$ cat config.mk
export PLATFORM = sky130hd
export DESIGN_NAME = tcw_cmd_queue
export DESIGN_NICKNAME = d
export VERILOG_FILES = /design/src/rtl/core/text_console_writer_assert.svh /design/src/rtl/core/tcw_pkg.sv /design/src/rtl/core/tcw_cmd_queue.sv
export SDC_FILE = /design/constraint.sdc
export NUM_CORES = 1
export LEC_CHECK = 0
export BUFFER_PORTS_ARGS = -buffer_cell sky130_fd_sc_hd__buf_2
export CORE_MARGIN = 2
export CORE_UTILIZATION = 45
export DETAILED_ROUTE_END_ITERATION = 12
export GPL_ROUTABILITY_DRIVEN = 0
export MAX_ROUTING_LAYER = met4
export PLACE_DENSITY_LB_ADDON = 0.05
export SLEW_MARGIN = 25
export SYNTH_ARGS = -nofsm -noshare
export SYNTH_HDL_FRONTEND = slang
export SYNTH_SLANG_ARGS = --single-unit
$ cat constraint.sdc
create_clock -name clock -period 5.35 [get_ports clock]
set_input_delay 0.2675 -clock clock [delete_from_list [all_inputs] [get_ports clock]]
set_output_delay 0.2675 -clock clock [all_outputs]
set_load 0.01 [all_outputs]
$ cat src/rtl/core/text_console_writer_assert.svh
// Assertion macros shared by the text console writer RTL.
// Depends on nothing; included by the files that carry assertions.
`ifndef TEXT_CONSOLE_WRITER_ASSERT_SVH
`define TEXT_CONSOLE_WRITER_ASSERT_SVH

// Same-cycle implication, checked on the rising clock edge outside reset.
`define TCW_ASSERT_IMPLIES(label, clk, rst, ante, cons) \
   label: assert property (@(posedge clk) disable iff (rst) (ante) |-> (cons)) \
      else $error("text console writer: assertion failed");

// Next-cycle implication, checked on the rising clock edge outside reset.
`define TCW_ASSERT_NEXT(label, clk, rst, ante, cons) \
   label: assert property (@(posedge clk) disable iff (rst) (ante) |=> (cons)) \
      else $error("text console writer: assertion failed");

`endif

$ cat src/rtl/core/tcw_pkg.sv
// Shared types and constants of the text console writer.
// Depends on nothing; used by the front, queue, back and top level.
`default_nettype none

package tcw_pkg;

   // Fixed field widths of the request and response words.
   localparam int FUNC_W     = 2;
   localparam int CHAR_W     = 8;
   localparam int ADDR_IN_W  = 11;
   localparam int ROW_OUT_W  = 5;
   localparam int COL_OUT_W  = 7;
   localparam int CELL_W     = 16;
   localparam int ATTR_W     = 8;

   // Widest internal fields over the supported screen sizes.
   localparam int ADDR_W_MAX = 15;
   localparam int ROW_W_MAX  = 7;
   localparam int COL_W_MAX  = 8;

   // Depth of the command queue between front and back.
   localparam int QUEUE_DEPTH = 2;

   // Request function codes.
   localparam logic [FUNC_W-1:0] FUNC_PUT   = 2'd0;
   localparam logic [FUNC_W-1:0] FUNC_CLEAR = 2'd1;
   localparam logic [FUNC_W-1:0] FUNC_READ  = 2'd2;

   // Character codes.
   localparam logic [CHAR_W-1:0] CH_NEWLINE   = 8'd10;
   localparam logic [CHAR_W-1:0] CH_BACKSPACE = 8'd8;
   localparam logic [CHAR_W-1:0] CH_BLANK     = 8'h20;
   localparam logic [ATTR_W-1:0] ATTR_RESET   = 8'h07;

   // Kind of work the back end carries out for one word.
   typedef enum logic [1:0] {
      CMD_NONE  = 2'd0,
      CMD_PUT   = 2'd1,
      CMD_CLEAR = 2'd2,
      CMD_READ  = 2'd3
   } cmd_kind_type;

   // One classified command, with the cursor it reports.
   typedef struct packed {
      cmd_kind_type              kind;
      logic                      wr_en;
      logic [ADDR_W_MAX-1:0]     wr_addr;
      logic [CELL_W-1:0]         wr_data;
      logic                      scroll;
      logic [ADDR_W_MAX-1:0]     rd_addr;
      logic                      rd_in_range;
      logic [ATTR_W-1:0]         attr;
      logic [ROW_W_MAX-1:0]      row;
      logic [COL_W_MAX-1:0]      col;
   } cmd_type;

   // Status of the back end toward the top level.
   typedef struct packed {
      logic walking;
      logic reading;
   } back_status_type;

endpackage

`default_nettype wire

$ cat src/rtl/core/tcw_cmd_queue.sv
// Short command queue between the front and the back of the console writer.
// Depends on tcw_pkg for the command type and the queue depth.
`default_nettype none

module tcw_cmd_queue (
   input  wire logic             clock,
   input  wire logic             reset,
   input  wire logic             push,
   input  wire tcw_pkg::cmd_type push_cmd,
   input  wire logic             pop,
   output tcw_pkg::cmd_type      head_cmd,
   output logic                  empty,
   output logic                  full
);

   localparam int DEPTH = tcw_pkg::QUEUE_DEPTH;
   localparam int PW    = (DEPTH > 1) ? $clog2(DEPTH) : 1;
   localparam int CNTW  = $clog2(DEPTH + 1);

   tcw_pkg::cmd_type entry_ff [DEPTH];
   logic [PW-1:0]    head_ff, head_in;
   logic [PW-1:0]    tail_ff, tail_in;
   logic [CNTW-1:0]  count_ff, count_in;

   // Pointer and fill count update.
   always_comb begin
      head_in  = head_ff;
      tail_in  = tail_ff;
      count_in = count_ff;
      if (push) begin
         tail_in = (tail_ff == PW'(DEPTH - 1)) ? '0 : tail_ff + PW'(1);
      end
      if (pop) begin
         head_in = (head_ff == PW'(DEPTH - 1)) ? '0 : head_ff + PW'(1);
      end
      if (push && !pop) begin
         count_in = count_ff + CNTW'(1);
      end else if (pop && !push) begin
         count_in = count_ff - CNTW'(1);
      end
   end

   // Control state.
   always_ff @(posedge clock) begin
      if (reset) begin
         head_ff  <= '0;
         tail_ff  <= '0;
         count_ff <= '0;
      end else begin
         head_ff  <= head_in;
         tail_ff  <= tail_in;
         count_ff <= count_in;
      end
   end

   // Stored commands.
   always_ff @(posedge clock) begin
      if (push) begin
         entry_ff[tail_ff] <= push_cmd;
      end
   end

   assign head_cmd = entry_ff[head_ff];
   assign empty    = (count_ff == '0);
   assign full     = (count_ff == CNTW'(DEPTH));

endmodule

`default_nettype wire

==> results of run 1 <==
==> how the worst max path moves through the flow <==
stage	depth (start not counted)	start	slack (ps)	endpoint
global placement	3	push	2990	entry_ff[0][23]
detailed placement	4	push	3300	entry_ff[0][21]
CTS	2	flip-flop	2960	head_cmd[44]
finish	3	flip-flop	3120	head_cmd[20]
global route	3	flip-flop	3010	head_cmd[25]
floorplan	1	tail_ff	1220	entry_ff[0][0]
==> per-stage QoR <==
step,setup WS [ps],power (mW),hold slack (ps),instance area (um^2)
finish,3120,2.79,37.4,7080
global route,3010,2.90,19.7,7080
CTS,2960,2.83,16.9,7060
detailed placement,3300,1.73,459,6520
global placement,2990,1.72,456,6480
floorplan,1220,1.61,337,5570
==> logic make-up after synthesis <==
logic type                 count (synthesis)  share of synthesized area
buffers and inverters                      9                     0.0151
xor gates and xnor gates                   4                    0.00630
adders and majority gates                  1                    0.00225
and+or+nand+nor                            9                    0.00832
AOI/OAI and AO/OA                          2                    0.00180
DFF                                      153                      0.817
muxes                                     74                      0.150
==> cells in the mapped netlist, drive strengths merged <==
library cell,n
xor2,2
or3,1
and2b,1
nor2,5
mux2,74
inv,1
and2,1
edfxtp,148
dfxtp,5
xnor2,2
nor2b,1
a21oi,1
buf,8
o21ai,1
ha,1
==> power breakdown <==
group | switching (mW) | internal (mW) | total (mW)
Sequential | 0.0285 | 1.40 | 1.43
Clock | 0.423 | 0.669 | 1.09
Combinational | 0.139 | 0.137 | 0.276
Total | 0.590 | 2.20 | 2.79
==> routing by layer <==
layer  track usage  part of all wire
met1         0.178              0.42
met4        0.0747             0.015
met3        0.0633             0.082
met5             -                 0
met2         0.238              0.49
==> final cells by class <==
| class | instances | area (um^2) |
|---|---|---|
| Clock buffer | 18 | 429 |
| Clock inverter | 14 | 113 |
| Fill cell | 962 | 4980 |
| Inverter | 1 | 3.75 |
| Multi-Input combinational cell | 90 | 947 |
| Sequential cell | 153 | 4550 |
| Tap cell | 168 | 210 |
| Timing Repair Buffer | 157 | 833 |
==> critical path, cell delays in order (launching register included) <==
cell and delay [ps]:
dfxtp_4 710, buf_12 290, mux2_2 380, buf_2 140
==> sequential cells by signal, summed over array words and instances, names as in the netlist, named ones only <==
register  cells
count_ff      2
entry_ff    148
head_ff       1
tail_ff       1
==> impl_metrics.json, run 1 <==
{
  "syn_avg_cell_area_um2": 22.1,
  "final_cell_mix": "buf_2, edfxtp_1, mux2_2",
  "hold_depth": 1,
  "period_share": 0.417,
  "dr.pass1.iters": 4,
  "yosys.area.top_type": "edfxtp_1",
  "layout_commonest_cell": "buf_2",
  "netlist_instances": 252,
  "syn_to_final_growth_pct": 27.3,
  "required_ps": 5080,
  "r2r-start": "tail_ff",
  "cts_setup_buffers": 0,
  "end_kind": "output port",
  "netlist.area_leader.share": 0.799,
  "clock_sinks": 153,
  "peakVddDrop_mv": 0.236,
  "dp_cells": 568,
  "hp-start": "push_cmd[41]",
  "hold_path.class": "in2reg",
  "vias": 2819,
  "clk_path_buf_depth": 2,
  "rsz0062_at_grt": "no",
  "wl_per_cell_um": 16.1,
  "min_to": "entry_ff[1][41]",
  "dieArea_um2": 13300,
  "die_height_um": 115,
  "syn_area_um2": 5570,
  "worstReg2RegEnd": "entry_ff[0][17]",
  "die_w_um": 115,
  "fin_tns_setup_ps": 0,
  "synth.area.top_cells": "edfxtp_1, mux2_2, dfxtp_1",
  "power-per-cell-area_nw_per_um2": 394,
  "rrSetupSlack_ps": 3450,
  "p_leak_nw": 2.67,
  "syn-num-nets": 331,
  "worst_setup_path_start_kind": "flip-flop",
  "viasPerCell": 4.69,
  "hold_viol_final": 0,
  "grt_max_degree": 75,
  "cts_made_buffers": 17,
  "reg2reg_depth": 3,
  "fin_crit_ps": 2230,
  "cts_tree": "yes",
  "worst-setup-path-type": "reg2out",
  "antenna_found_initial": 0,
  "drv_cap": 0,
  "coreArea_um2": 12100,
  "htreeDepth": 4,
  "finalNonFillerCells": 601,
  "yosysWarnings": 0,
  "num_rows": 40,
  "cts-root-buf": "clkbuf_16",
  "grt_overflow": 0,
  "timing.slew.headroom": 0.585,
  "synth_seq_cells": 153,
  "antenna_left": 0,
  "worst_pin_slew_ps": 623,
  "cp.arrival_ps": 1970,
  "ioPinCount": 154,
  "worst-path-max-fanout": 40,
  "grt_pass1_vias": 2914,
  "hpwl_mm": 6.03,
  "utilization": 0.587,
  "grt.total_usage": 0.155,
  "drc": 0,
  "grt_first_pass_wirelength_mm": 14.5,
  "routed_wl_mm": 9.66,
  "drv_slew": 0,
  "layout-drive-gt1-share": 0.600,
  "skew_ps": 3.82,
  "initial_core_util": 0.461,
  "drt_iter0_markers": 136,
  "ys_types": 17,
  "outcome": "complete, no violations",
  "clock_latency_ps": 420,
  "clk_pin_slew_ps": 60,
  "port_buffers": 153,
  "setup_viol": 0,
  "hold_buffers": 0,
  "yosysSeqAreaShare": 0.817,
  "cts.repair.resized": 0,
  "fmax_ghz": 0.448,
  "layout.nets": 499,
  "insertedDiodeCount": 0
}
No activity file was read; power rests on OpenSTA's default activity.
==> run 2, diff against run 1 <==
==> constraint.sdc (replaced) <==
create_clock -name clock -period 2.1 [get_ports clock]
set_input_delay 0.105 -clock clock [delete_from_list [all_inputs] [get_ports clock]]
set_output_delay 0.105 -clock clock [all_outputs]
set_load 0.01 [all_outputs]
==> run 2 against run 1 <==
Against the previous run:
- sequential share of layout area shrank 6.2 points
- clock skew about the same
- flip-flop and latch count unchanged
- total power grew to 2.6 times the previous value
- via count rose by 10%
- die area stayed put
- combinational power grew to 3.0 times the previous value
- cell count up 13%
- core utilization is 6.3 points higher
- sequential power grew to 2.5 times the previous value
- cell area grew 11%
==> impl_metrics.json, run 2 (synthesis gave the netlist of run 1 again) <==
{
  "hp-start": "push_cmd[38]",
  "clock_sinks": 153,
  "multi_input_area_um2": 947,
  "rrSetupSlack_ps": 700,
  "grt.total_usage": 0.168,
  "end_kind": "output port",
  "antenna_found_initial": 0,
  "grt_first_pass_wirelength_mm": 15.9,
  "die_w_um": 115,
  "dieArea_um2": 13300,
  "layout_commonest_cell": "buf_2",
  "outcome": "complete, no violations",
  "layout-drive-gt1-share": 0.512,
  "p_leak_nw": 2.99,
  "antenna_left": 0,
  "drc": 0,
  "hold_depth": 2,
  "worst_pin_slew_ps": 534,
  "rsz0062_at_grt": "no",
  "worst_setup_path_start_kind": "flip-flop",
  "path_buf_inv": 2,
  "cts-root-buf": "clkbuf_16",
  "finalNonFillerCells": 680,
  "hold_path.class": "in2reg",
  "wl_per_cell_um": 15.1,
  "fin_tns_setup_ps": 0,
  "port_buffers": 153,
  "setup_viol": 0,
  "pre_cts_slack_ps": 603,
  "hold_ws_ps": 416,
  "routed_wl_mm": 10.3,
  "reg_top3": "entry_ff (148), count_ff (2)",
  "path_cells": "buf_12, mux2_2, buf_2",
  "reg2reg_depth": 2,
  "drt_iter0_markers": 175,
  "cpPeakStageDelay_ps": 550,
  "worst_path_max_delay_cell": "dfxtp_4",
  "num_rows": 40,
  "final_cell_mix": "buf_2, edfxtp_1, dlygate4sd3_1",
  "r2r-start": "tail_ff",
  "min_to": "entry_ff[1][38]",
  "layout.nets": 578,
  "clk_pin_slew_ps": 60,
  "largest-register": "entry_ff",
  "utilization": 0.651,
  "die_height_um": 115,
  "dpl_cell_area_um2": 6530,
  "cts.repair.resized": 0,
  "initial_core_util": 0.461,
  "clk_path_buf_depth": 2,
  "grt_overflow": 0,
  "clock_latency_ps": 410,
  "syn_to_final_growth_pct": 41.0,
  "seq_area_um2": 4550,
  "stdcell_area_um2": 7850,
  "period_share": 0.903,
  "fmax_ghz": 0.527,
  "peakVddDrop_mv": 0.611,
  "dp_cells": 571,
  "drv_slew": 0,
  "fillers": 856,
  "cts_setup_buffers": 0,
  "power-per-cell-area_nw_per_um2": 923,
  "ioPinCount": 154,
  "worst-path-max-fanout": 38,
  "grt_pass1_vias": 3299,
  "cts_made_buffers": 17,
  "skew_ps": 3.91,
  "worstReg2RegEnd": "entry_ff[1][4]",
  "vias": 3100,
  "dr.pass1.iters": 4,
  "hold_viol_final": 0,
  "insertedDiodeCount": 0,
  "cts_tree": "yes",
  "coreArea_um2": 12100,
  "worst-setup-path-type": "reg2out",
  "total_power_mw": 7.24,
  "viasPerCell": 4.56,
  "drv_cap": 0,
  "hpwl_mm": 6.23,
  "grt_max_degree": 39,
  "critPathTopFamily": "flip-flops",
  "setup_ws_ps": 204,
  "fin_crit_ps": 1900,
  "htreeDepth": 4,
  "cp.arrival_ps": 1790,
  "largest_register_ffs": 148,
  "timing.slew.headroom": 0.644,
  "required_ps": 2000
}
-- run 2: cell count changes in the layout (fill, tap and decap cells not counted), sizes merged --
cell	change
clkinvlp	+1
dlygate4sd3	+77
clkinv	-3
buf	+2
clkbuf	+2
-- run 2: worst max-delay path by stage --
stage,start,end,slack (ps),cells after the start
finish,flip-flop,head_cmd[17],200,3
floorplan,tail_ff,entry_ff[0][0],240,1
global placement,flip-flop,head_cmd[4],610,3
CTS,flip-flop,head_cmd[4],150,3
global route,flip-flop,head_cmd[64],120,3
detailed placement,flip-flop,head_cmd[4],600,3
-- run 2: final cells by class --
cell class,instances,share of cell area
Sequential cell,153,0.580
Multi-Input combinational cell,90,0.121
Clock buffer,20,0.0556
Clock inverter,12,0.0137
Tap cell,168,0.0268
Inverter,1,0.000478
Timing Repair Buffer,236,0.203
-- run 2: repair_timing --
action | CTS | global route
hold buffers | 77 | 0
endpoints found under the setup margin | 0 | 0
endpoints found under the hold margin | 153 | 0
-- run 2: worst register-to-register path, delay by kind of cell (launching register included) --
family | cells | cell delay (ps)
buffers and inverters | 1 | 450
and+or+nand+nor | 1 | 170
DFF | 1 | 400
-- run 2: where the power goes --
part	total, mW	switching, mW	internal (mW)	leakage (nW)
sequential	3.62	0.0593	3.56	1.43
combinational	0.828	0.389	0.439	1.29
clock	2.79	1.07	1.72	0.267
total	7.24	1.52	5.72	2.99
-- run 2: layer usage --
| metal | global-route usage | share of wire | wire, um | vias up |
|---|---|---|---|---|
| met2 | 0.276 | 0.51 | 5250 | 100 |
| met1 | 0.187 | 0.42 | 4300 | 1498 |
| li1 | - | - | - | 1487 |
| met4 | 0.0755 | 0.018 | 187 | 0 |
| met3 | 0.0543 | 0.054 | 557 | 15 |
| met5 | - | 0 | 0 | - |
