===== config.mk =====
export PLATFORM = sky130hd
export DESIGN_NAME = tcw_front
export DESIGN_NICKNAME = d
export VERILOG_FILES = /design/src/rtl/core/text_console_writer_assert.svh /design/src/rtl/core/tcw_pkg.sv /design/src/rtl/core/tcw_front.sv
export SDC_FILE = /design/constraint.sdc
export NUM_CORES = 1
export LEC_CHECK = 0
export ABC_AREA = 1
export BUFFER_PORTS_ARGS = -buffer_cell sky130_fd_sc_hd__buf_2
export CAP_MARGIN = 15
export CORE_ASPECT_RATIO = 1.75
export CORE_MARGIN = 2
export CORE_UTILIZATION = 44
export CTS_BUF_LIST = sky130_fd_sc_hd__clkbuf_16
export CTS_CLUSTER_SIZE = 12
export DETAILED_ROUTE_END_ITERATION = 7
export GPL_ROUTABILITY_DRIVEN = 0
export GPL_TIMING_DRIVEN = 0
export PLACE_DENSITY_LB_ADDON = 0.08
export SLEW_MARGIN = 0
export SYNTH_ARGS = -nofsm -noshare
export SYNTH_HDL_FRONTEND = slang
export SYNTH_SLANG_ARGS = --single-unit

===== constraint.sdc =====
create_clock -name clock -period 2.7 [get_ports clock]
set_clock_uncertainty 0.15 [all_clocks]
set_input_delay 0.54 -clock clock [delete_from_list [all_inputs] [get_ports clock]]
set_output_delay 0.54 -clock clock [all_outputs]
set_load 0.005 [all_outputs]

===== src/rtl/core/text_console_writer_assert.svh =====
// Assertion macros shared by the text console writer RTL.
// Depends on nothing; included by the files that carry assertions.
`ifndef TEXT_CONSOLE_WRITER_ASSERT_SVH
`define TEXT_CONSOLE_WRITER_ASSERT_SVH

// Same-cycle implication, checked on the rising clock edge outside reset.
`define TCW_ASSERT_IMPLIES(label, clk, rst, ante, cons) \
   label: assert property (@(posedge clk) disable iff (rst) (ante) |-> (cons)) \
      else $error("text console writer: assertion failed");

// Next-cycle implication, checked on the rising clock edge outside reset.
`define TCW_ASSERT_NEXT(label, clk, rst, ante, cons) \
   label: assert property (@(posedge clk) disable iff (rst) (ante) |=> (cons)) \
      else $error("text console writer: assertion failed");

`endif


===== src/rtl/core/tcw_pkg.sv =====
// Shared types and constants of the text console writer.
// Depends on nothing; used by the front, queue, back and top level.
`default_nettype none

package tcw_pkg;

   // Fixed field widths of the request and response words.
   localparam int FUNC_W     = 2;
   localparam int CHAR_W     = 8;
   localparam int ADDR_IN_W  = 11;
   localparam int ROW_OUT_W  = 5;
   localparam int COL_OUT_W  = 7;
   localparam int CELL_W     = 16;
   localparam int ATTR_W     = 8;

   // Widest internal fields over the supported screen sizes.
   localparam int ADDR_W_MAX = 15;
   localparam int ROW_W_MAX  = 7;
   localparam int COL_W_MAX  = 8;

   // Depth of the command queue between front and back.
   localparam int QUEUE_DEPTH = 2;

   // Request function codes.
   localparam logic [FUNC_W-1:0] FUNC_PUT   = 2'd0;
   localparam logic [FUNC_W-1:0] FUNC_CLEAR = 2'd1;
   localparam logic [FUNC_W-1:0] FUNC_READ  = 2'd2;

   // Character codes.
   localparam logic [CHAR_W-1:0] CH_NEWLINE   = 8'd10;
   localparam logic [CHAR_W-1:0] CH_BACKSPACE = 8'd8;
   localparam logic [CHAR_W-1:0] CH_BLANK     = 8'h20;
   localparam logic [ATTR_W-1:0] ATTR_RESET   = 8'h07;

   // Kind of work the back end carries out for one word.
   typedef enum logic [1:0] {
      CMD_NONE  = 2'd0,
      CMD_PUT   = 2'd1,
      CMD_CLEAR = 2'd2,
      CMD_READ  = 2'd3
   } cmd_kind_type;

   // One classified command, with the cursor it reports.
   typedef struct packed {
      cmd_kind_type              kind;
      logic                      wr_en;
      logic [ADDR_W_MAX-1:0]     wr_addr;
      logic [CELL_W-1:0]         wr_data;
      logic                      scroll;
      logic [ADDR_W_MAX-1:0]     rd_addr;
      logic                      rd_in_range;
      logic [ATTR_W-1:0]         attr;
      logic [ROW_W_MAX-1:0]      row;
      logic [COL_W_MAX-1:0]      col;
   } cmd_type;

   // Status of the back end toward the top level.
   typedef struct packed {
      logic walking;
      logic reading;
   } back_status_type;

endpackage

`default_nettype wire


===== src/rtl/core/tcw_front.sv =====
// Front end of the console writer: keeps the cursor and turns each request
// word into one command for the back end. Depends on tcw_pkg.
`default_nettype none

module tcw_front #(
   parameter int COLUMNS = 80,
   parameter int ROWS    = 25
) (
   input  wire logic                            clock,
   input  wire logic                            reset,
   input  wire logic                            accept,
   input  wire logic [tcw_pkg::FUNC_W-1:0]      req_func,
   input  wire logic [tcw_pkg::CHAR_W-1:0]      req_char_code,
   input  wire logic [tcw_pkg::ADDR_IN_W-1:0]   req_cell_address,
   input  wire logic [tcw_pkg::ATTR_W-1:0]      attribute,
   output tcw_pkg::cmd_type                     cmd
);

   localparam int CELLS = ROWS * COLUMNS;
   localparam int AW    = $clog2(CELLS);
   localparam int RW    = $clog2(ROWS);
   localparam int CW    = $clog2(COLUMNS);
   localparam int AMW   = tcw_pkg::ADDR_W_MAX;
   localparam int RMW   = tcw_pkg::ROW_W_MAX;
   localparam int CMW   = tcw_pkg::COL_W_MAX;
   localparam logic [AW-1:0] COLS_A   = AW'(COLUMNS);
   localparam logic [RW-1:0] LAST_ROW = RW'(ROWS - 1);
   localparam logic [CW-1:0] LAST_COL = CW'(COLUMNS - 1);

   logic [RW-1:0] row_ff, row_in;
   logic [CW-1:0] col_ff, col_in;
   logic [AW-1:0] pos;

   // Linear cell index of the cursor.
   assign pos = AW'(row_ff) * COLS_A + AW'(col_ff);

   // Classify the request word and work out the cursor after it.
   always_comb begin
      row_in          = row_ff;
      col_in          = col_ff;
      cmd             = '0;
      cmd.kind        = tcw_pkg::CMD_NONE;
      cmd.attr        = attribute;
      case (req_func)
         tcw_pkg::FUNC_PUT: begin
            cmd.kind = tcw_pkg::CMD_PUT;
            if (req_char_code == tcw_pkg::CH_NEWLINE) begin
               col_in = '0;
               if (row_ff == LAST_ROW) begin
                  cmd.scroll = 1'b1;
               end else begin
                  row_in = row_ff + RW'(1);
               end
            end else if (req_char_code == tcw_pkg::CH_BACKSPACE) begin
               // Backspace at the line start leaves everything alone.
               if (col_ff != '0) begin
                  col_in      = col_ff - CW'(1);
                  cmd.wr_en   = 1'b1;
                  cmd.wr_addr = AMW'(pos - AW'(1));
                  cmd.wr_data = {attribute, tcw_pkg::CH_BLANK};
               end
            end else begin
               cmd.wr_en   = 1'b1;
               cmd.wr_addr = AMW'(pos);
               cmd.wr_data = {attribute, req_char_code};
               if (col_ff == LAST_COL) begin
                  col_in = '0;
                  if (row_ff == LAST_ROW) begin
                     cmd.scroll = 1'b1;
                  end else begin
                     row_in = row_ff + RW'(1);
                  end
               end else begin
                  col_in = col_ff + CW'(1);
               end
            end
         end
         tcw_pkg::FUNC_CLEAR: begin
            cmd.kind = tcw_pkg::CMD_CLEAR;
            row_in   = '0;
            col_in   = '0;
         end
         tcw_pkg::FUNC_READ: begin
            cmd.kind        = tcw_pkg::CMD_READ;
            cmd.rd_addr     = AMW'(req_cell_address);
            cmd.rd_in_range = (32'(req_cell_address) < CELLS);
         end
         default: begin
            cmd.kind = tcw_pkg::CMD_NONE;
         end
      endcase
      cmd.row = RMW'(row_in);
      cmd.col = CMW'(col_in);
   end

   // Cursor registers follow every accepted word.
   always_ff @(posedge clock) begin
      if (reset) begin
         row_ff <= '0;
         col_ff <= '0;
      end else if (accept) begin
         row_ff <= row_in;
         col_ff <= col_in;
      end
   end

endmodule

`default_nettype wire


==> results by group, run 1 <==
Status
  • Status: complete, but fails checks
  • Failing checks: DRC, setup timing

Die
  • Starting Density: 0.450
  • Die width: slightly below 60 um
  • Die area: about 0.006 mm2
  • Row cnt: 35
  • Die H: 100 um
  • IO Count: approximately 110
  • CORE AREA: between 0.005 and 0.006 mm2

Synthesis
  • Ys async rst share: 0
  • Mapped Area: 0.00232 mm2
  • Top_reg_cell synth: dfxtp_1
  • Post-Synthesis Cells: a little over 400
  • Yosys warning count: 0
  • EDFF count, synth: 0
  • Post-synthesis sequential area ratio: 0.103
  • #FFs+latches synth: 12
  • Synthesized area per cell: 5.74 um2
  • Unique masters post-synth: 38

Power
  • Pleak: approximately 2.1 nW
  • Overall power: slightly above 900 uW
  • PwrDens: roughly 280 mW/mm2
  • VDD IR max: slightly below 0.0003 V

Cells and area
  • Fill count: 522
  • Syn-to-layout area delta: 39.5%
  • Layout cells sized above 1: 0.369
  • Reg area: about 260 um2
  • Area occupied by multi-input gates: roughly 0.0017 mm2
  • # diodes: 0
  • Final Net Count: approximately 580

Timing
  • RSZ-0062 raised after global routing: true
  • Final Max Slew Viols: 0
  • Min cycle time layout: between 3 and 4 ns
  • Max Fclk: just over 300 MHz
  • Fin Setup TNS: -3.22 ns
  • Final setup viols: 8
  • Hold Fails Final Rpt: 0
  • Max-slew headroom: 0.647
  • Post-layout worst setup margin: -0.546 ns
  • Worst-Margin Slew: 0.530 ns
  • Tcrit/Tclk final: 1.20

GRT
  • Most Used Layer, Global Route: met2
  • Vias in the first global route: 2588
  • GR Overflow Total: 0
  • M2 GR Usage: 0.461
  • First-pass GRT wire length: 10800 um
  • Pin count of the biggest net entering global routing: 11
  • Overall routing resource usage: 0.231
  • Initial antenna violation count: 0
  • Met1 GRT Util: 0.224
  • Met3 usage in global routing: 0.0206

Critical path
  • Cells along the critical path: ha_4 > ha_4 > fa_2 > nand2_2 > inv_2 > nand4_1 > buf_4 > nand3_2 > nand2_2 > nor2_1 > nand2_1 > nand2_1 > nand2_1 > nor2_1 > buf_2
  • CP Capture Type: output port
  • Worst endpoint required time: 2.01 ns
  • Top Family by Delay on Critical Path: adder cells
  • CP Class: reg2out
  • CP Buf/Inv Count: 3
  • Max incr delay on CP: around 0.54 ns
  • CP max-delay cell: fa_2
  • Worst-path fanout max: 2
  • CP Data Arrival Time: 2.56 ns
  • Worst Setup Start Kind: flip-flop
  • CP most frequent cell: nand2_1

CTS
  • Clock latency on the worst-skew pair: approximately 0.25 ns
  • CTS tree: done
  • Worst-case clock buffer depth: 2
  • Root buffer cell: clkbuf_16
  • CTS buffer count: 3
  • CTS sink cnt: 12
  • CTS HTree Levels: 1
  • Clk slew on worst S/H paths: 0.05 ns

Drt
  • Final routed DRC violation total: 10
  • Vias per cell: a little under 5
  • WL/cell: around 12 um
  • Total vias in the final route: about 2800
  • Post-Route WL: around 6800 um
  • First-pass detailed-route iteration total: 8
  • Antenna viol nets, final: 0
  • Initial DRC Count: 86

Placed design
  • Port buffer count: 98
  • Final HPWL DP: between 5000 and 6000 um

Hold path
  • Worst Hold Class: in2reg

Run
  • Max cap viols: 0
final cells by class:
class                   count  share of cell area
inverters                  86              0.0999
well taps                  55              0.0212
multi-input cells         286               0.535
flip-flops and latches     12              0.0810
clock buffers               3              0.0231
repair buffers            108               0.180
clock inverters             1             0.00116
plain buffers              27              0.0583
power by group:
part	switching [mW]	internal [mW]	total (mW)
clock network	0.0855	0.196	0.281
logic	0.233	0.188	0.421
registers	0.0229	0.189	0.212
total	0.341	0.573	0.914
registers in the layout, indices dropped and copies added, names as in the netlist:
register,flops
col_ff,7
row_ff,5
stage by stage:
step | worst slack [ns] | util | instance area (um2) | instances | hold slack (ns)
2_1_floorplan | -0.0921 | - | 2380 | 411 | 0.428
4_1_cts | -0.465 | 0.613 | 3170 | 574 | 0.431
5_1_grt | -0.630 | 0.628 | 3240 | 578 | 0.441
6_report | -0.546 | 0.628 | 3240 | 578 | 0.427
3_5_place_dp | -0.365 | 0.569 | 2940 | 564 | 0.475
3_3_place_gp | -0.326 | 0.569 | 2940 | 564 | 0.470
synth_stat cells (4+ instances only):
library cell | count | area [um2]
o21ai_0 | 15 | 75.1
buf_2 | 4 | 20.0
a21oi_1 | 23 | 115
dfxtp_1 | 12 | 240
nand2_1 | 102 | 383
buf_4 | 18 | 135
nor2_1 | 32 | 120
inv_1 | 83 | 312
xor2_1 | 7 | 61.3
nor2_2 | 4 | 25.0
nand3_1 | 36 | 180
ha_1 | 18 | 225
nand4_1 | 9 | 56.3
layout by cell type (no fill, tap or decap), types with 5 or more instances in the layout:
| cell type | n |
|---|---|
| buf_6 | 5 |
| nand3_1 | 34 |
| nor2_1 | 30 |
| ha_1 | 11 |
| nand4_1 | 9 |
| conb_1 | 7 |
| inv_2 | 6 |
| inv_1 | 80 |
| nor2_4 | 5 |
| buf_4 | 28 |
| nand3_2 | 5 |
| dfxtp_4 | 5 |
| a21oi_1 | 22 |
| o21ai_0 | 14 |
| nand2_1 | 98 |
| xor2_1 | 5 |
| nand2_2 | 5 |
| ha_4 | 6 |
| buf_2 | 99 |
logic make-up (layout without fill, tap and decap cells):
kind of cell,Yosys count,after routing,share of synthesized area
DFF,12,12,0.103
adders and majority gates,20,20,0.114
AOI/OAI and AO/OA,46,46,0.108
xor gates and xnor gates,7,7,0.0264
buffers and inverters,113,225,0.221
other,1,7,0.00161
and+or+nand+nor,206,206,0.426
metal layers:
| layer | vias up | wire, um |
|---|---|---|
| met5 | - | 0 |
| met4 | 0 | 166 |
| met3 | 16 | 379 |
| met2 | 108 | 3770 |
| met1 | 1208 | 2480 |
| li1 | 1470 | - |
worst paths after layout:
check,slack (ns),startpoint,end,cells past startpoint
max,-0.55,row_ff[3]$_SDFFE_PP0P_,cmd[66],15
min,0.43,reset,col_ff[0]$_SDFFE_PP0P_,4
max reg2reg,0.84,row_ff[1]$_SDFFE_PP0P_,row_ff[1]$_SDFFE_PP0P_,10
min reg2reg,0.47,col_ff[1]$_SDFFE_PP0P_,col_ff[1]$_SDFFE_PP0P_,4
tightest hold or removal path: stages:
cell and delay [ns]:
buf_2 0.10, a21oi_1 0.04, o21ai_0 0.06, inv_1 0.04
timing repair:
item	CTS	global route
pin swaps	11	8
gates cloned	0	0
gates resized for setup	25	15
endpoints found under the setup margin	11	26
hold buffers	0	0
setup buffers	6	4
(Power assumes the default switching activity.)
==> run 2, diff against run 1 <==
CORE_MARGIN = 4   (was 2)
PLACE_DENSITY = 0.84   (was unset)
PLACE_DENSITY_LB_ADDON = unset   (was 0.08)
==> run 2 against run 1 <==
Effect of this change: the flow finishes with violations (setup timing); critical path depth decreased by 2; non-clock buffer count increased by 6; largest cell class unchanged; first-iteration DRC count increased by 44%; sequential cell count unchanged; worst hold slack improved by 0.0014 ns; sequential power about the same; die area increased by 11%; critical endpoint is now cmd[69].
==> results by group, run 2 (same netlist as run 1, synthesis figures left out) <==
GRT
  • Pin count of the biggest net entering global routing: 11 (unchanged)
  • Most Used Layer, Global Route: met2 (unchanged)
  • Vias in the first global route: 2852 (was 2588)
  • Met3 usage in global routing: 0.0324 (was 0.0206)
  • GR Overflow Total: 0 (unchanged)
  • Met1 GRT Util: 0.207 (was 0.224)
  • Overall routing resource usage: 0.214 (was 0.231)
  • Initial antenna violation count: 0 (unchanged)
  • M2 GR Usage: 0.408 (was 0.461)
  • First-pass GRT wire length: 11900 um (was 10800 um)

Cells and area
  • Layout Cells excl Fill: 583 (was 578)
  • Most frequent cells in the layout: 99 x buf_2, 97 x nand2_1, 79 x inv_1 (was 99 x buf_2, 98 x nand2_1, 80 x inv_1)
  • Largest register by flop count: col_ff (unchanged)
  • Largest regs: col_ff x7, row_ff x5 (unchanged)
  • Layout cells sized above 1: 0.382 (was 0.369)
  • Commonest non-fill, non-tap cell in the layout: buf_2 (unchanged)
  • # diodes: 0 (unchanged)
  • Final Net Count: 582 (was 576)
  • Max reg flops: 7 (unchanged)
  • Syn-to-layout area delta: 42.2% (was 39.5%)

Hold path
  • Min-Delay Endpoint: col_ff[0]$_SDFFE_PP0P_ (unchanged)
  • Worst Hold Class: in2reg (unchanged)
  • Hold path depth: 4 (unchanged)
  • HP Start: reset (unchanged)

Timing
  • RSZ-0062 raised after global routing: true (unchanged)
  • Fin Setup TNS: -2.93 ns (was -3.22 ns)
  • Final Max Slew Viols: 0 (unchanged)
  • Min cycle time layout: 3.15 ns (was 3.25 ns)
  • Post-layout worst setup margin: -0.448 ns (was -0.546 ns)
  • Max Fclk: 318 MHz (was 308 MHz)
  • Tcrit/Tclk final: 1.17 (was 1.20)
  • Hold Fails Final Rpt: 0 (unchanged)
  • Final setup viols: 8 (unchanged)

Critical path
  • CP max-delay cell: fa_1 (was fa_2)
  • Top Family by Delay on Critical Path: adder cells (unchanged)
  • Reg2Reg Depth: 11 (was 10)
  • Max incr delay on CP: 0.45 ns (was 0.54 ns)
  • Worst endpoint required time: 2.01 ns (about the same)
  • CP Buf/Inv Count: 4 (was 3)
  • R2r startpoint: col_ff[5]$_SDFFE_PP0P_ (was row_ff[1]$_SDFFE_PP0P_)
  • CP Data Arrival Time: 2.46 ns (was 2.56 ns)
  • Worst Setup Start Kind: flip-flop (unchanged)
  • CP Capture Type: output port (unchanged)
  • Cells along the critical path: ha_4 > ha_4 > fa_1 > nand2_1 > inv_2 > nand4_1 > buf_4 > nand3_1 > nand2_2 > nand4_1 > nor2_2 > buf_4 > buf_6 (was ha_4 > ha_4 > fa_2 > nand2_2 > inv_2 > nand4_1 > buf_4 > nand3_2 > nand2_2 > nor2_1 > nand2_1 > nand2_1 > nand2_1 > nor2_1 > buf_2)
  • FF-to-FF setup slack: 0.77 ns (was 0.84 ns)
  • CP Class: reg2out (unchanged)
  • FF-to-FF End: col_ff[0]$_SDFFE_PP0P_ (was row_ff[1]$_SDFFE_PP0P_)
  • Worst-path fanout max: 4 (was 2)

Placed design
  • Port buffer count: 98 (unchanged)
  • Final HPWL DP: 5590 um (was 5410 um)
  • Post-placement cell count: 563 (was 564)
  • DP Worst Slack: -0.368 ns (was -0.365 ns)

CTS
  • CTS buffer count: 3 (unchanged)
  • CTS tree: done (unchanged)
  • CTS HTree Levels: 1 (unchanged)
  • Root buffer cell: clkbuf_16 (unchanged)
  • Clk slew on worst S/H paths: 0.04 ns (was 0.05 ns)
  • Clock latency on the worst-skew pair: 0.24 ns (was 0.25 ns)
  • CTS sink cnt: 12 (unchanged)
  • Worst-case clock buffer depth: 2 (unchanged)

Drt
  • Total vias in the final route: 2953 (was 2802)
  • First-pass detailed-route iteration total: 5 (was 8)
  • Post-Route WL: 7260 um (was 6790 um)
  • WL/cell: 12.5 um (was 11.8 um)
  • Antenna viol nets, final: 0 (unchanged)
  • Final routed DRC violation total: 0 (was 10)
  • Initial DRC Count: 124 (was 86)
  • Vias per cell: 5.07 (was 4.85)

Die
  • CORE AREA: 0.00506 mm2 (was 0.00517 mm2)
  • Die H: 104 um (was 100 um)
  • Die width: 62.9 um (was 58.9 um)
  • Die area: 0.00656 mm2 (was 0.00590 mm2)
  • Starting Density: 0.459 (was 0.450)
  • Row cnt: 34 (was 35)
  • IO Count: 106 (unchanged)

Power
  • Switching part of the total: 0.372 (was 0.373)
  • Int Pwr: 588 uW (was 573 uW)
  • VDD IR max: 0.000271 V (was 0.000292 V)
  • Sw power: 349 uW (was 341 uW)
  • Clock share of power: 0.294 (was 0.308)
  • Sequential power share: 0.223 (was 0.232)
  • Power share of the combinational group: 0.483 (was 0.461)
  • Pleak: 2.10 nW (was 2.07 nW)
  • PwrDens: 283 mW/mm2 (was 282 mW/mm2)

Status
  • Status: complete, but fails checks (unchanged)
  • Failing checks: setup timing (was DRC, setup timing)

Run
  • Max cap viols: 0 (unchanged)
## run 2: cell type report
type / count / area, um2
repair buffers: 114 / 649
fillers: 429 / 1760
clock buffers: 3 / 75.1
inverters: 86 / 324
flip-flops and latches: 12 / 263
well taps: 54 / 67.6
plain buffers: 27 / 189
multi-input cells: 286 / 1740
clock inverters: 1 / 3.75
## run 2: worst register-to-register path, delay by kind of cell, from the launching register on
kind | cells | cell delay (ns)
AND/OR/NAND/NOR | 4 | 0.36
adder cells (fa/ha/maj) | 1 | 0.32
buffers and inverters | 4 | 0.45
flip-flops | 1 | 0.32
AO/OA/AOI/OAI | 2 | 0.22
## run 2: per-layer routing
layer | up-vias | share of wire
li1 | 1483 | -
met1 | 1300 | 0.35
met2 | 141 | 0.53
met3 | 29 | 0.069
met4 | 0 | 0.048
met5 | - | 0
## run 2: power groups by stage
| stage | Combinational, mW | Sequential (mW) | Clock (mW) |
|---|---|---|---|
| finish | 0.452 | 0.209 | 0.276 |
| global placement | 0.363 | 0.215 | 0 |
| CTS | 0.428 | 0.209 | 0.275 |
| global route | 0.504 | 0.211 | 0.285 |
| floorplan | 0.252 | 0.209 | 0 |
| detailed placement | 0.372 | 0.215 | 0 |
## run 2: stage by stage
step	total power, mW	utilization	area (um2)	hold slack [ns]
floorplan	0.461	-	2380	0.428
global placement	0.578	0.581	2940	0.476
detailed placement	0.587	0.581	2940	0.477
CTS	0.911	0.637	3230	0.430
global route	1.00	0.653	3310	0.447
finish	0.937	0.653	3310	0.429
## run 2: how the worst max path moves through the flow
stage / startpoint / endpoint / slack, ns / cells past startpoint
after floorplan: row_ff[3]$_SDFFE_PP0P_ / cmd[68] / -0.09 / 12
after global placement: row_ff[0]$_SDFFE_PP0P_ / cmd[70] / -0.30 / 12
after detailed placement: row_ff[1]$_SDFFE_PP0P_ / cmd[68] / -0.37 / 12
after CTS: row_ff[3]$_SDFFE_PP0P_ / cmd[68] / -0.44 / 13
after global routing: row_ff[3]$_SDFFE_PP0P_ / cmd[66] / -0.60 / 15
final: row_ff[3]$_SDFFE_PP0P_ / cmd[69] / -0.45 / 13
## run 2: timing repair
item / in CTS / in global routing
pin swaps: 12 / 10
setup buffers: 10 / 7
endpoints found under the setup margin: 16 / 25
cloned: 0 / 0
gates resized for setup: 29 / 14
hold buffers: 0 / 0
endpoints found under the hold margin: 0 / 0
